`config.mk`:
```
export PLATFORM = sky130hd
export DESIGN_NAME = pcbd_match
export DESIGN_NICKNAME = d
export VERILOG_FILES = /design/src/hw/rtl/pcbd_pkg.sv /design/src/hw/rtl/pcbd_match.sv
export SDC_FILE = /design/constraint.sdc
export NUM_CORES = 1
export LEC_CHECK = 0
export BUFFER_PORTS_ARGS = -buffer_cell sky130_fd_sc_hd__buf_4
export CORE_UTILIZATION = 25
export DETAILED_ROUTE_END_ITERATION = 10
export PLACE_DENSITY_LB_ADDON = 0.1
export SLEW_MARGIN = 5
export SYNTH_ARGS = -nofsm -noshare
export SYNTH_HDL_FRONTEND = slang
export SYNTH_SLANG_ARGS = --single-unit
export TNS_END_PERCENT = 100
```
`constraint.sdc`:
```
create_clock -name vclk -period 1.8
set_input_delay 0.36 -clock vclk [all_inputs]
set_output_delay 0.36 -clock vclk [all_outputs]
set_load 0.01 [all_outputs]
```
`src/hw/rtl/pcbd_pkg.sv`:
```
// Package for the prefix code bit decoder: transaction structs, table entry layout
// and action codes. No dependencies; imported by the decoder and compare units.
package pcbd_pkg;

    localparam int SYM_W   = 8;
    localparam int LEN_W   = 6;
    localparam int CODE_W  = 32;
    localparam int INDEX_W = 8;
    localparam int CFG_W   = 9;

    localparam logic [1:0] ACT_LOAD   = 2'd0;
    localparam logic [1:0] ACT_DECODE = 2'd1;
    localparam logic [1:0] ACT_START  = 2'd2;

    typedef struct packed {
        logic [1:0]         action;
        logic [INDEX_W-1:0] entry_index;
        logic [SYM_W-1:0]   entry_symbol;
        logic [LEN_W-1:0]   entry_length;
        logic [CODE_W-1:0]  entry_code;
        logic               code_bit;
    } pcbd_item_t;

    typedef struct packed {
        logic [SYM_W-1:0] symbol;
        logic             overflow_error;
    } pcbd_result_t;

    typedef struct packed {
        logic [SYM_W-1:0]  symbol;
        logic [LEN_W-1:0]  length;
        logic [CODE_W-1:0] code;
    } pcbd_entry_t;

    localparam int ENTRY_W = $bits(pcbd_entry_t);

endpackage

```
`src/hw/rtl/pcbd_match.sv`:
```
// Compare unit: checks one table entry against the accumulated code bits.
// Depends on pcbd_pkg for the entry layout.
module pcbd_match
    import pcbd_pkg::*;
#(
    parameter int MAX_CODE_LEN = 32
) (
    input  pcbd_entry_t                           entry,
    input  logic [MAX_CODE_LEN-1:0]               pending_bits,
    input  logic [MAX_CODE_LEN-1:0]               pending_mask,
    input  logic [$clog2(MAX_CODE_LEN+1)-1:0]     pending_count,
    output logic                                  hit
);

    logic len_ok;
    logic bits_ok;

    // Length must be nonzero and equal to the accumulated count; mask keeps the
    // low count bits, so code bits above the length drop out.
    assign len_ok  = (entry.length != '0) && (entry.length == LEN_W'(pending_count));
    assign bits_ok = ((entry.code[MAX_CODE_LEN-1:0] ^ pending_bits) & pending_mask) == '0;
    assign hit     = len_ok && bits_ok;

endmodule
```
# Word-level counts from Yosys, hierarchy flattened
# Cells that the tools add are included.
[classes]
eq_ne = 1
bitwise_logic = 2
reduce_logical = 4
[op_table]
columns = ["operator", "count"]
rows = [
  ["32-bit bitwise AND", 1],
  ["32-bit logical NOT", 1],
  ["32-bit XOR", 1],
  ["6-bit equality test", 1],
  ["6-bit nonzero test", 1],
  ["1-bit logical AND", 2],
]
[totals]
out_inout_bits = 1
wordCells = 7
register_bits = 0
inputBits = 116

# Longest topological paths before layout
[logic_depth]
word_depth = 4
mapped_depth = 5
ltp_nobuf = 5

# Worst setup path before layout
# Ideal clock, no wire load.
[synth_path]
kind = "input port to output port"
from = "in pending_bits[23]"
to = "out hit"
t_arrival_ps = 1284
required_ps = 1440
n_path_buf = 0
cell_stages = 5
path_slack_ps = 156
cell_sequence = "xor2_1 > a22o_1 > a221oi_2 > o2111ai_1 > nor3_2"
[synth_via]
elab_chain_cells = 4
[synth_lines]
columns = ["item", "line", "text"]
rows = [
  ["from (decl)", "pcbd_match.sv:9", "input logic [MAX_CODE_LEN-1:0] pending_bits,"],
  ["32-bit XOR", "pcbd_match.sv:21", "assign bits_ok = ((entry.code[MAX_CODE_LEN-1:0] ^ pending_bits) & pending_mask) == '0;"],
  ["32-bit bitwise AND", "pcbd_match.sv:21", ""],
  ["32-bit logical NOT", "pcbd_match.sv:21", ""],
  ["1-bit logical AND", "pcbd_match.sv:22", "assign hit = len_ok && bits_ok;"],
  ["to (decl)", "pcbd_match.sv:12", "output logic hit"],
]
# Every way passes these cells.

# Worst setup path in the final report
[layout_path]
from = "in pending_bits[26]"
to = "out hit"
# Same word-level chain as after synthesis.

==> flow_summary.toml <==
[run_status]
violations = "negative setup slack"
outcome = "finished, violations left"

[cells_and_area]
syn2layout_area_growth_pct = 169
layout_common_cells = "105 x buf_4, 37 x xor2_1, 6 x a22o_1, 6 x a221oi_2, 4 x buf_6"
final_layout_size_suffix_gt1_share_pct = 68.4
clockBufferCount = 0
antenna_cells = 0
final_common_cell = "buf_4"
post-route-util_pct = 72.1
ff_latch_area_um2 = 0
fillCellCount = 167
seq_cells = 0
num-nets-final = 289

[critical_path]
criticalPathCategory = "in -> out"
critPathBufInv = 2
crit_path_top_delay_cell = "a22o_1"
cp_max_fo = 1
start_kind = "input port"
crit_arrival_ns = 1.48
crit_top_cell = "buf_4"
end_kind = "output pin"
required_ns = 1.44
crit_family = "compound AO/OA/AOI/OAI gates"
slowest_delay_ns = 0.21
crit_chain = "buf_4, xor2_1, a22o_1, a221oi_2, nand4_1, nor3_2, buf_4"

[global_routing]
grt.total_usage_pct = 17.0
grt_max_degree = 3
gr-total-overflow = 0
antenna_found_initial = 0
grt_pass1_wl_um = 2830
grt_pass1_vias = 787

[logic_synthesis]
synth_nets = 178
syn_inst = 62
seq_area_frac_synth_pct = 0
ys_warn_count = 0
syn_area_um2 = 531
synth_cell_type_count = 14
postSynthAreaPerCell_um2 = 8.56

[timing]
period_needed_ns = 1.84
finalHoldViolCount = 0
max_freq_ghz = 0.544
fin_crit_sh_pct = 102
final_max_slew_viol_count = 0
rsz0062_at_grt = "true"
fin_hold_ws_ns = 1.08
setup_slack_ns = -0.0368
maxSlewHeadroom_pct = 77.2
setup_violations = 1
worst_pin_slew_ns = 0.343

[routing]
post_drt_wl_per_cell_um = 11.5
route.detailed.drc = 0
num_vias = 919
drtIter0Drc = 5
routed_wl_um = 2270
first_pass_iters = 4
vias_per_cell = 4.64
ant_nets = 0

[pwr]
internal_power_uw = 218
combPwrFrac_pct = 100.0
sw_frac_of_total_pct = 31.6
vdd_ir_drop_max_v = 0.000134
power_frac_seq_pct = 0
power_switching_uw = 101
p_leak_uw = 0.000753
p_clk_share_pct = 0
p_per_area_mw_per_mm2 = 223

[clocking]
post_cts_buffers = 0
hold_buffers = 0

[die]
die-area_mm2 = 0.00231
rows = 16
initial_core_util_pct = 26.8
die_h_um = 48.1
io_pins = 117
core_area_mm2 = 0.00198
die_w_um = 48.1

[min_path]
holdCritPathClass = "in -> out"

[run]
maxCapViolations = 0

[placed_design]
dpl.hpwl_um = 2080
port_buffers = 109
place_congestion = 0.648
==> layout make-up <==
type | count | area [um^2] | share of cell area (%)
timing repair buffer | 109 | 833 | 58.3
multi-input combinational | 61 | 558 | 39.1
tap | 27 | 33.8 | 2.36
inverter | 1 | 3.75 | 0.263
==> through the flow <==
step / power, uW / area, um^2 / instances / setup TNS [ns] / setup WS, ns
after floorplan: 94.1 / 531 / 62 / 0 / 0.156
after global routing: 346 / 1430 / 198 / -0.110 / -0.110
after CTS: 320 / 1430 / 198 / -0.0156 / -0.0156
final: 318 / 1430 / 198 / -0.0368 / -0.0368
after global placement: 293 / 1380 / 198 / -0.110 / -0.110
after detailed placement: 303 / 1380 / 198 / -0.128 / -0.128
==> logic make-up (layout without fill, tap and decap cells) <==
family | count (synthesis) | count (layout) | synth area share, %
simple gates | 6 | 6 | 7.07
xor+xnor | 37 | 37 | 61.1
buf+inv | 1 | 110 | 0.707
compound gates | 18 | 18 | 31.1
==> metal layers <==
| layer | global-route usage, % | vias up | share of wire, % |
|---|---|---|---|
| li1 | - | 456 | - |
| met2 | 40.0 | 59 | 62 |
| met5 | 0 | - | 0 |
| met3 | 1.51 | 2 | 10 |
| met4 | 1.11 | 0 | 0.53 |
| met1 | 15.2 | 402 | 27 |
==> synth_stat cells, types with 2 or more instances <==
cell | number | area share, %
a221oi_1 | 5 | 8.3
a221oi_2 | 2 | 5.7
a22o_1 | 6 | 9.9
a22oi_1 | 2 | 2.8
nand4_1 | 2 | 2.4
xor2_1 | 37 | 61
==> path summary, 6_finish.rpt <==
| kind | cells after the start | from | endpoint | slack (ns) |
|---|---|---|---|---|
| setup / recovery | 7 | pending_bits[26] | hit | -0.04 |
| hold / removal | 5 | pending_mask[28] | hit | 1.08 |
==> power by group through the flow <==
stage / Combinational, uW / Clock (uW) / Sequential [uW]
floorplan: 94.1 / 0 / 0
global placement: 293 / 0 / 0
detailed placement: 303 / 0 / 0
CTS: 320 / 0 / 0
global route: 346 / 0 / 0
finish: 318 / 0 / 0
==> timing repair <==
action                                  CTS  global route
resized for setup                         9             0
endpoints found under the setup margin    1             1
pin swaps                                12             2
Note: power is estimated with default switching activity, not from simulation.
