$ cat src/hw/rtl/pcbd_ram.sv
// Generic single write port, single read port RAM with registered read data.
// No package dependency.
module pcbd_ram #(
    parameter int WIDTH = 8,
    parameter int DEPTH = 16
) (
    input  logic                     clk,
    input  logic                     wr_en,
    input  logic [$clog2(DEPTH)-1:0] wr_addr,
    input  logic [WIDTH-1:0]         wr_data,
    input  logic                     rd_en,
    input  logic [$clog2(DEPTH)-1:0] rd_addr,
    output logic [WIDTH-1:0]         rd_data
);

    logic [WIDTH-1:0] mem_reg [DEPTH];
    logic [WIDTH-1:0] rd_data_reg;

    always_ff @(posedge clk)
    begin
        if (wr_en)
        begin
            mem_reg[wr_addr] <= wr_data;
        end
        if (rd_en)
        begin
            rd_data_reg <= mem_reg[rd_addr];
        end
    end

    assign rd_data = rd_data_reg;

endmodule

$ cat config.mk
export PLATFORM = sky130hd
export DESIGN_NAME = pcbd_ram
export DESIGN_NICKNAME = d
export VERILOG_FILES = /design/src/hw/rtl/pcbd_ram.sv
export SDC_FILE = /design/constraint.sdc
export NUM_CORES = 1
export LEC_CHECK = 0
export ABC_AREA = 1
export BUFFER_PORTS_ARGS = -buffer_cell sky130_fd_sc_hd__clkbuf_2
export CORE_MARGIN = 2
export CORE_UTILIZATION = 55
export DETAILED_ROUTE_END_ITERATION = 7
export GPL_TIMING_DRIVEN = 0
export PLACE_DENSITY = 0.75
export SKIP_CTS_REPAIR_TIMING = 1
export SYNTH_ARGS = -nofsm -noshare
export SYNTH_HDL_FRONTEND = slang
export SYNTH_SLANG_ARGS = --single-unit
$ cat constraint.sdc
create_clock -name clk -period 1.4 [get_ports clk]
set_input_delay 0.07 -clock clk [delete_from_list [all_inputs] [get_ports clk]]
set_output_delay 0.07 -clock clk [all_outputs]
set_load 0.005 [all_outputs]
-- Word level (Yosys, flattened, before mapping)
Memories as Yosys holds them, arrays and structs flattened. A register that Yosys moved wholly into a read port is not among the register bits.
Index checks and enable logic that the tools add are counted.
- word-level logic and storage cells: 3
- register bits: 0
- input port bits: 19
- output and inout port bits: 8
- bits in writable memories: 128
- memories kept: 1
- muxes and demuxes: 2
- memories (memory ; depth ; bits a word ; read ports ; clocked after memory_dff ; wr ports ; line ; text):
    mem_reg ; 16 ; 8 ; 1 ; 1 ; 1 ; 16 ; logic [WIDTH-1:0] mem_reg [DEPTH];
- operators by type and width (cell ; count):
    1-bit two-way mux ; 2

-- Longest topological paths before layout
Gate-level depths: netlist of the first run.
- depth in word-level cells: 2
- gate-level depth with buffers: 8
- depth with buffers taken out: 7

-- Least setup slack after synthesis of the first run
No wires, ideal clock.
- kind: input-to-reg
- from: input port wr_addr[2]
- to: memory mem_reg[10][0], enable pin
- library setup time: 0.370 ns
- stages: 2
- path slack: 0.379 ns
- arrival: 0.651 ns
- path buffers: 0
- data required time: 1.030 ns
- cell sequence: nand3b_1 nor2_1
- RTL lines (item ; line ; text):
    from (decl) ; 9 ; input logic [$clog2(DEPTH)-1:0] wr_addr,
    to (decl) ; 16 ;
No word-level cell before the write port.

==> run_results.csv, run 1 <==
group,metric,value,unit
outcome,status,"finished, final reports clean",
drt,avgViaCountPerCell,5.44,
power,seq_power_share,50.1,%
layout,antennaDiodeCount,0,
sta,max_freq,0.858,GHz
hold_path,min_from,"wr_data[1]",
power,switchingPower,2.09,mW
floorplanning,die_y,107,um
worst_setup_path,cp_top_family,"simple AND/OR/NAND/NOR gates",
sta,hold_viol,0,
clock_tree,clk_latency,0.53,ns
sta,finalMaxSlewViolations,0,
worst_setup_path,critical_path_buf_inv_count,1,
run,max_cap_viol_count,0,
synthesis,synth_area,5850,um^2
hold_path,hp-class,"input pin to flop",
synthesis,netlist.area_leader.share,69.8,%
drt,first_iter_violations,497,
worst_setup_path,crit_end,"rd_data[7]",
global_route,gr-total-overflow,0,
sta,tightestPinTransition,0.867,ns
synthesis,syn_area_per_cell,10.6,um^2
synthesis,seq_area_frac_synth,69.8,%
clock_tree,clk_path_buf_depth,2,
power,power_frac_comb,6.4,%
placed_design,port_buffers,23,
global_route,grt_antenna_before_repair,0,
synthesis,synthCells,551,
worst_setup_path,slowest_delay,0.37,ns
floorplanning,core_area,10300,um^2
global_route,met3_usage,6.50,%
worst_setup_path,r2r_cells,6,
floorplanning,die_x,107,um
sta,rsz0062_at_grt,"no",
drt,post_drt_wl_per_cell,18.1,um
worst_setup_path,r2r-end,"rd_data[7]",
global_route,grtUsageMet1,35.8,%
global_route,grt_pass1_vias,3860,
clock_tree,cts_num_sinks,136,
floorplanning,io_pins,27,
sta,period_minus_slack,1.17,ns
sta,finalSetupViolations,0,
sta,tns,0,ns
worst_setup_path,cp.arrival,1.44,ns
placed_design,placedCellCount,710,
worst_setup_path,r2r-start,"mem_reg[15][7]",
drt,drc,0,
power,p_per_area,1380,nW/um^2
worst_setup_path,crit_top_cell,"nand3_1",
drt,wirelength,13500,um
placed_design,preCtsSetupSlack,-0.112,ns
global_route,grt_pass1_wl,20700,um
sta,min_period_over_period,83.3,%
worst_setup_path,crit_start,"mem_reg[15][7]",
drt,dr_total_vias,4044,
drt,first_pass_iters,5,
floorplanning,initial_core_util,56.6,%
power,total_power,9.21,mW
global_route,grt_start_max_net_pins,17,
worst_setup_path,worst-path-stages,6,
worst_setup_path,cp-end-kind,"flop",
synthesis,synth_nets,570,
worst_setup_path,critPathSlowestCell,"edfxtp_1",
power,p_clk_share,43.5,%
clock_tree,htreeDepth,4,
placed_design,gp_congestion,0.913,
worst_setup_path,path_cells,"inv_1 > nand2_1 > nand3_1 > nand3_1 > nand3_1 > nand2_1",
layout,drive_above_1_share,12.7,%
floorplanning,num_rows,37,
sta,fin_ws,0.234,ns
worst_setup_path,crit_type,"flop to flop",
global_route,grt_use_met2,37.7,%
global_route,track_usage,25.3,%
sta,relSlewSlack,42.0,%
layout,layout_commonest_cell,"nand2_1",
worst_setup_path,cp_max_fo,1,
worst_setup_path,critical_path.startpoint_type,"flop",
power,internal_power,7.12,mW
floorplanning,die_area,11500,um^2
drt,drtAntennaViolNets,0,
layout,fill_cells,765,
power,leakage,2.88,nW
power,swShare,22.7,%
worst_setup_path,required,1.68,ns
layout,mostFrequentLayoutCells,"nand2_1 (173), edfxtp_1 (136), inv_1 (100), nand3_1 (97), clkbuf_2 (23)",
placed_design,dp_hpwl,8920,um
layout,finalNonFillerCells,743,
synthesis,synth_area_leaders,"edfxtp_1 (70%), nand2_1 (11%), nand3_1 (8.3%)",
synthesis,ys_warn_count,0,
layout,largest_reg_flops,128,
global_route,busiest_layer,"met2",
clock_tree,cts_buffers,17,
clock_tree,cts_root_buf,"clkbuf_8",
synthesis,synth_cell_types,11,
sta,worst_clock_skew,0.00894,ns
layout,nets,613,
clock_tree,clk_pin_slew,0.06,ns
synthesis,synth-seq-cells,136,
clock_tree,cts_tree,"done",
power,ir_drop,877,uV
synthesis,synth_top_cell_by_area,"edfxtp_1",
layout,syn2layout_area_growth,14.4,%
worst_setup_path,reg2reg_slack,0.23,ns
[metrics by stage]
step                hold slack [ns]  area [um^2]  util, %
floorplan                     0.169         5850        -
global placement              0.411         6130     59.4
CTS                          -0.117         6680     64.7
detailed placement            0.430         6130     59.4
finish                       0.0371         6690     64.8
global route                 0.0426         6690     64.8
[final cells by class]
type / count / area [um^2] / area share (%)
plain buffers: 24 / 166 / 2.49
clock buffers: 18 / 418 / 6.25
clock inverters: 14 / 126 / 1.89
inverters: 102 / 383 / 5.73
multi-input cells: 289 / 1210 / 18.2
flip-flops and latches: 136 / 4080 / 61.1
well taps: 136 / 170 / 2.54
repair buffers: 24 / 125 / 1.87
[routing by layer]
layer / up-vias / wire length, um
met5: - / 0
met4: 0 / 331
met3: 35 / 1540
met2: 256 / 6270
met1: 1879 / 5310
li1: 1874 / -
[cell usage after synthesis]
master / number
nand2_1: 173
edfxtp_1: 136
inv_1: 100
nand3_1: 97
nor2_1: 17
buf_2: 13
buf_6: 6
buf_4: 4
inv_2: 2
nand3b_1: 2
buf_1: 1
[how the worst min path moves through the flow]
stage                endpoint  depth (start not counted)  slack (ns)
4_1_cts            rd_data[5]                          1       -0.12
6_report       mem_reg[11][1]                          1        0.04
2_1_floorplan   mem_reg[0][0]                          0        0.17
3_3_place_gp       rd_data[4]                          1        0.41
3_5_place_dp       rd_data[4]                          1        0.43
5_1_grt         mem_reg[2][4]                          1        0.04
[kinds of logic after synthesis]
logic type	after synthesis	share of synthesized area, %
simple gates	289	20.8
buf+inv	126	9.39
flops	136	69.8
[power by group through the flow]
stage / sequential [mW] / clock [mW] / combinational, mW
4_1_cts: 4.61 / 4.04 / 0.578
3_5_place_dp: 4.70 / 0 / 0.574
2_1_floorplan: 4.69 / 0 / 0.322
3_3_place_gp: 4.69 / 0 / 0.554
5_1_grt: 4.62 / 4.22 / 0.644
6_report: 4.61 / 4.01 / 0.587
[worst reg2reg max path: cells and delay by family (launching register included)]
kind | cells | cell delay [ns]
buf+inv | 1 | 0.07
simple gates | 5 | 0.49
flops | 1 | 0.37
No activity file was read; power rests on OpenSTA's default activity.
==> run 2: changes to the inputs <==
ABC_AREA = 0   (was 1)
CORE_UTILIZATION = 54   (was 55)
PLACE_DENSITY = 0.76   (was 0.75)
clock period = 1.04 ns   (was 1.4 ns; I/O delays follow)
==> run_results.csv, run 2 <==
group,metric,value,unit
floorplanning,num_rows,35,
global_route,track_usage,20.7,%
worst_setup_path,r2r_cells,3,
clock_tree,cts_buffers,17,
layout,nets,293,
synthesis,synthCells,229,
synthesis,netlist.area_leader.share,78.1,%
placed_design,gp_congestion,0.734,
worst_setup_path,crit_end,"rd_data[3]",
drt,wirelength,9480,um
run,max_cap_viol_count,0,
synthesis,synth-seq-cells,136,
outcome,failed_checks,"negative hold slack, negative setup slack",
worst_setup_path,cp.arrival,1.71,ns
outcome,status,"finished, violations left",
power,p_per_area,2040,nW/um^2
synthesis,ys_warn_count,0,
sta,relSlewSlack,47.0,%
drt,post_drt_wl_per_cell,22.8,um
synthesis,synth_common_cells,"edfxtp_1 (136), mux4_2 (18), a22oi_1 (16)",
sta,worst_clock_skew,0.00738,ns
sta,max_freq,0.692,GHz
sta,period_minus_slack,1.44,ns
sta,fin_ws,-0.405,ns
floorplanning,io_pins,27,
synthesis,synth_area_leaders,"edfxtp_1 (78%), mux4_2 (7.8%), mux4_1 (7.0%)",
clock_tree,cts_root_buf,"clkbuf_8",
sta,finalMaxSlewViolations,0,
placed_design,port_buffers,25,
sta,tightestPinTransition,0.792,ns
layout,syn2layout_area_growth,18.4,%
layout,mostFrequentLayoutCells,"edfxtp_1 (136), mux4_2 (32), clkbuf_2 (25), clkbuf_16 (16)",
hold_path,hp-class,"input pin to flop",
floorplanning,die_x,102,um
worst_setup_path,cp-end-kind,"flop",
layout,fill_cells,588,
worst_setup_path,r2r-end,"rd_data[3]",
sta,hold_slack,-0.00531,ns
floorplanning,initial_core_util,56.0,%
global_route,gr-total-overflow,0,
worst_setup_path,required,1.31,ns
synthesis,ys.flop_type,"edfxtp_1",
clock_tree,htreeDepth,4,
clock_tree,clk_pin_slew,0.06,ns
global_route,grt_pass1_vias,2442,
global_route,grt_pass1_wl,14500,um
drt,drc,0,
layout,drive_above_1_share,41.1,%
clock_tree,clk_path_buf_depth,2,
global_route,grt_start_max_net_pins,17,
floorplanning,core_area,9330,um^2
synthesis,synth_cell_types,18,
power,leakage,2.00,nW
layout,antennaDiodeCount,0,
power,ir_drop,1510,uV
clock_tree,cts_num_sinks,136,
power,total_power,12.6,mW
worst_setup_path,reg2reg_slack,-0.40,ns
layout,layout_commonest_cell,"edfxtp_1",
drt,avgViaCountPerCell,5.82,
drt,first_pass_iters,4,
placed_design,dp_hpwl,5880,um
placed_design,placed_area,5550,um^2
drt,drtAntennaViolNets,0,
sta,min_period_over_period,139,%
worst_setup_path,crit_type,"flop to flop",
floorplanning,die_y,102,um
global_route,grt_antenna_before_repair,0,
clock_tree,cts_tree,"done",
layout,multiInputGateArea,1110,um^2
worst_setup_path,cp_max_fo,1,
sta,tns,-3.17,ns
worst_setup_path,critical_path.startpoint_type,"flop",
layout,final_cell_area,6190,um^2
sta,rsz0062_at_grt,"yes",
synthesis,synthArstFlopShare,0,%
sta,hold_viol,19,
drt,dr_total_vias,2422,
synthesis,synth_top_cell_by_area,"edfxtp_1",
synthesis,synth_area,5230,um^2
worst_setup_path,crit_start,"mem_reg[7][3]",
layout,largest_reg_flops,128,
floorplanning,die_area,10500,um^2
synthesis,post-synth-top-count-cell,"edfxtp_1",
synthesis,syn_area_per_cell,22.8,um^2
worst_setup_path,r2r-start,"mem_reg[7][3]",
layout,regArea,4080,um^2
synthesis,synth_edf_count,136,
clock_tree,clk_latency,0.52,ns
sta,finalSetupViolations,16,
drt,first_iter_violations,207,
synthesis,synth_nets,248,
synthesis,seq_area_frac_synth,78.1,%
-- run 2: cell types whose count changed after synthesis, moves of 10 or more --
cell | previous run | this run
mux4_1 | 0 | 14
nand3_1 | 97 | 1
buf_2 | 13 | 3
nand2_1 | 173 | 9
mux4_2 | 0 | 18
a22oi_1 | 0 | 16
inv_1 | 100 | 0
-- run 2: layout make-up --
cell class              count  area share, %
plain buffers              10           1.94
clock buffers              18           6.75
clock inverters            14           2.55
multi-input cells          83           18.0
flip-flops and latches    136           66.0
well taps                 129           2.61
repair buffers             26           2.18
-- run 2: worst min-delay path by stage --
| stage | start | to | slack [ns] | cells past startpoint |
|---|---|---|---|---|
| 2_1_floorplan | wr_data[0] | mem_reg[0][0] | 0.15 | 0 |
| 3_3_place_gp | rd_en | rd_data[2] | 0.40 | 1 |
| 3_5_place_dp | rd_en | rd_data[6] | 0.41 | 1 |
| 4_1_cts | rd_en | rd_data[3] | -0.12 | 1 |
| 5_1_grt | wr_data[6] | mem_reg[14][6] | 0.004 | 1 |
| 6_report | wr_data[6] | mem_reg[14][6] | -0.005 | 1 |
-- run 2: cells by family (layout without fill, tap and decap cells) --
kind of cell / Yosys count / in the layout / synth area share (%)
AND/OR/NAND/NOR: 35 / 35 / 3.14
AO/OA/AOI/OAI: 16 / 16 / 2.30
buffers and inverters: 10 / 68 / 1.65
multiplexers: 32 / 32 / 14.8
flip-flops: 136 / 136 / 78.1
-- run 2: routing by layer --
metal / wire [um] / track usage, %
met5: 0 / 0
met4: 274 / 9.44
met3: 682 / 6.50
met2: 4560 / 29.6
met1: 3960 / 29.8
-- run 2: per-stage QoR --
step           util, %  setup WS [ns]  std cells
6_report          66.4         -0.405        416
5_1_grt           66.4         -0.428        416
4_1_cts           65.6         -0.475        415
3_5_place_dp      59.5         -0.503        383
3_3_place_gp      59.5         -0.484        383
2_1_floorplan        -         -0.226        229
-- run 2: critical path, cell delays in order (launching register included) --
cell and delay [ns]:
edfxtp_1 0.38, mux4_2 0.53, a22oi_2 0.21, nand2_1 0.07
-- run 2: power by group --
group	switching, mW	internal [mW]
clock	2.13	3.62
sequential	0.0285	6.18
combinational	0.365	0.275
total	2.53	10.1
==> run 3: changes to the inputs <==
CORE_ASPECT_RATIO = 0.8   (was default)
==> run_results.csv, run 3 (same netlist as run 2, synthesis figures left out) <==
group,metric,value,unit
outcome,status,"finished, violations left",
outcome,failed_checks,"negative setup slack",
sta,worst_clock_skew,0.0186,ns
global_route,track_usage,20.4,%
layout,final_util,64.7,%
worst_setup_path,path_cells,"mux4_2 > a22oi_1 > nand2_1",
global_route,grt_pass1_vias,2425,
worst_setup_path,required,1.17,ns
placed_design,gp_congestion,0.748,
placed_design,preCtsSetupSlack,-0.566,ns
power,leakage,2.00,nW
sta,rsz0062_at_grt,"yes",
drt,dr_total_vias,2369,
floorplanning,initial_core_util,54.9,%
layout,largest_reg_flops,128,
worst_setup_path,critPathSlowestCell,"mux4_2",
worst_setup_path,crit_type,"flop to flop",
clock_tree,cts_tree,"done",
global_route,grt_start_max_net_pins,17,
clock_tree,clk_latency,0.41,ns
worst_setup_path,cp_max_fo,1,
layout,antennaDiodeCount,0,
layout,nets,293,
floorplanning,die_area,10500,um^2
power,ir_drop,1760,uV
drt,wirelength,9630,um
drt,first_iter_violations,209,
global_route,gr-total-overflow,0,
global_route,grt_pass1_wl,14400,um
worst_setup_path,cp_top_family,"multiplexers",
sta,tightestPinTransition,0.750,ns
power,p_per_area,2050,nW/um^2
floorplanning,num_rows,32,
sta,min_period_over_period,145,%
worst_setup_path,slowest_delay,0.48,ns
worst_setup_path,critical_path_buf_inv_count,0,
layout,syn2layout_area_growth,18.0,%
sta,period_minus_slack,1.51,ns
layout,layout_commonest_cell,"edfxtp_1",
clock_tree,htreeDepth,4,
clock_tree,cts_num_sinks,136,
hold_path,hp-class,"input pin to flop",
power,total_power,12.6,mW
placed_design,dp_hpwl,6200,um
floorplanning,die_y,92,um
floorplanning,die_x,114,um
sta,max_freq,0.662,GHz
worst_setup_path,cp.arrival,1.64,ns
worst_setup_path,cp-end-kind,"flop",
drt,avgViaCountPerCell,5.85,
run,max_cap_viol_count,0,
worst_setup_path,critical_path.startpoint_type,"flop",
floorplanning,io_pins,27,
sta,finalSetupViolations,8,
layout,mostFrequentLayoutCells,"edfxtp_1 (136), mux4_2 (32), clkbuf_2 (25), clkbuf_16 (17), a22oi_1 (11)",
drt,drtAntennaViolNets,0,
sta,hold_viol,0,
drt,drc,0,
placed_design,port_buffers,25,
sta,fin_ws,-0.471,ns
clock_tree,clk_path_buf_depth,2,
layout,drive_above_1_share,39.9,%
clock_tree,clk_pin_slew,0.06,ns
clock_tree,cts_buffers,17,
drt,post_drt_wl_per_cell,23.8,um
sta,relSlewSlack,49.8,%
floorplanning,core_area,9530,um^2
global_route,grt_antenna_before_repair,0,
sta,hold_slack,0.0936,ns
drt,first_pass_iters,4,
clock_tree,cts_root_buf,"clkbuf_16",
sta,finalMaxSlewViolations,0,
run 3: cell count changes in the layout (fill, tap and decap cells not counted):
cell,delta
a22oi_2,-4
nor3_4,+1
clkbuf_16,+1
clkinvlp_4,-2
a22oi_1,+4
clkinv_2,-1
clkinv_4,-1
nor2_1,-4
nor2_2,+4
clkbuf_8,-1
nor3_2,-1
clkbuf_1,+3
run 3: layer usage:
metal / track usage, % / wire [um] / vias to the layer above
li1: - / - / 1061
met1: 28.3 / 4010 / 1207
met2: 30.3 / 4640 / 93
met3: 7.53 / 891 / 8
met4: 6.91 / 82 / 0
met5: 0 / 0 / -
run 3: final timing paths:
kind | from | to | slack, ns | cells past startpoint
hold reg to reg | mem_reg[8][7] | rd_data[7] | 0.76 | 3
hold / removal | wr_data[0] | mem_reg[6][0] | 0.09 | 1
setup / recovery | mem_reg[0][5] | rd_data[5] | -0.47 | 3
setup reg to reg | mem_reg[0][5] | rd_data[5] | -0.47 | 3
run 3: worst register-to-register path: stages (launching register included):
cell and delay (ns):
edfxtp_1 0.39, mux4_2 0.48, a22oi_1 0.24, nand2_1 0.13
run 3: final cells by class:
type | instances | area, um^2
Buffer | 10 | 120
Sequential cell | 136 | 4080
Clock inverter | 10 | 129
Multi-Input combinational cell | 83 | 1110
Fill cell | 645 | 3360
Timing Repair Buffer | 26 | 135
Tap cell | 119 | 149
Clock buffer | 21 | 440
run 3: power by group:
part	internal [mW]	total, mW	leakage [nW]	switching (mW)
sequential	6.18	6.21	1.24	0.0300
clock	3.72	5.76	0.276	2.04
combinational	0.271	0.641	0.493	0.369
run 3: metrics by stage:
| stage | TNS, ns | cells | cell area [um^2] |
|---|---|---|---|
| after floorplan | -2.97 | 229 | 5260 |
| after global placement | -49.97 | 373 | 5530 |
| after detailed placement | -53.74 | 373 | 5530 |
| after CTS | -7.40 | 404 | 6100 |
| after global routing | -3.42 | 405 | 6170 |
| final | -3.26 | 405 | 6170 |
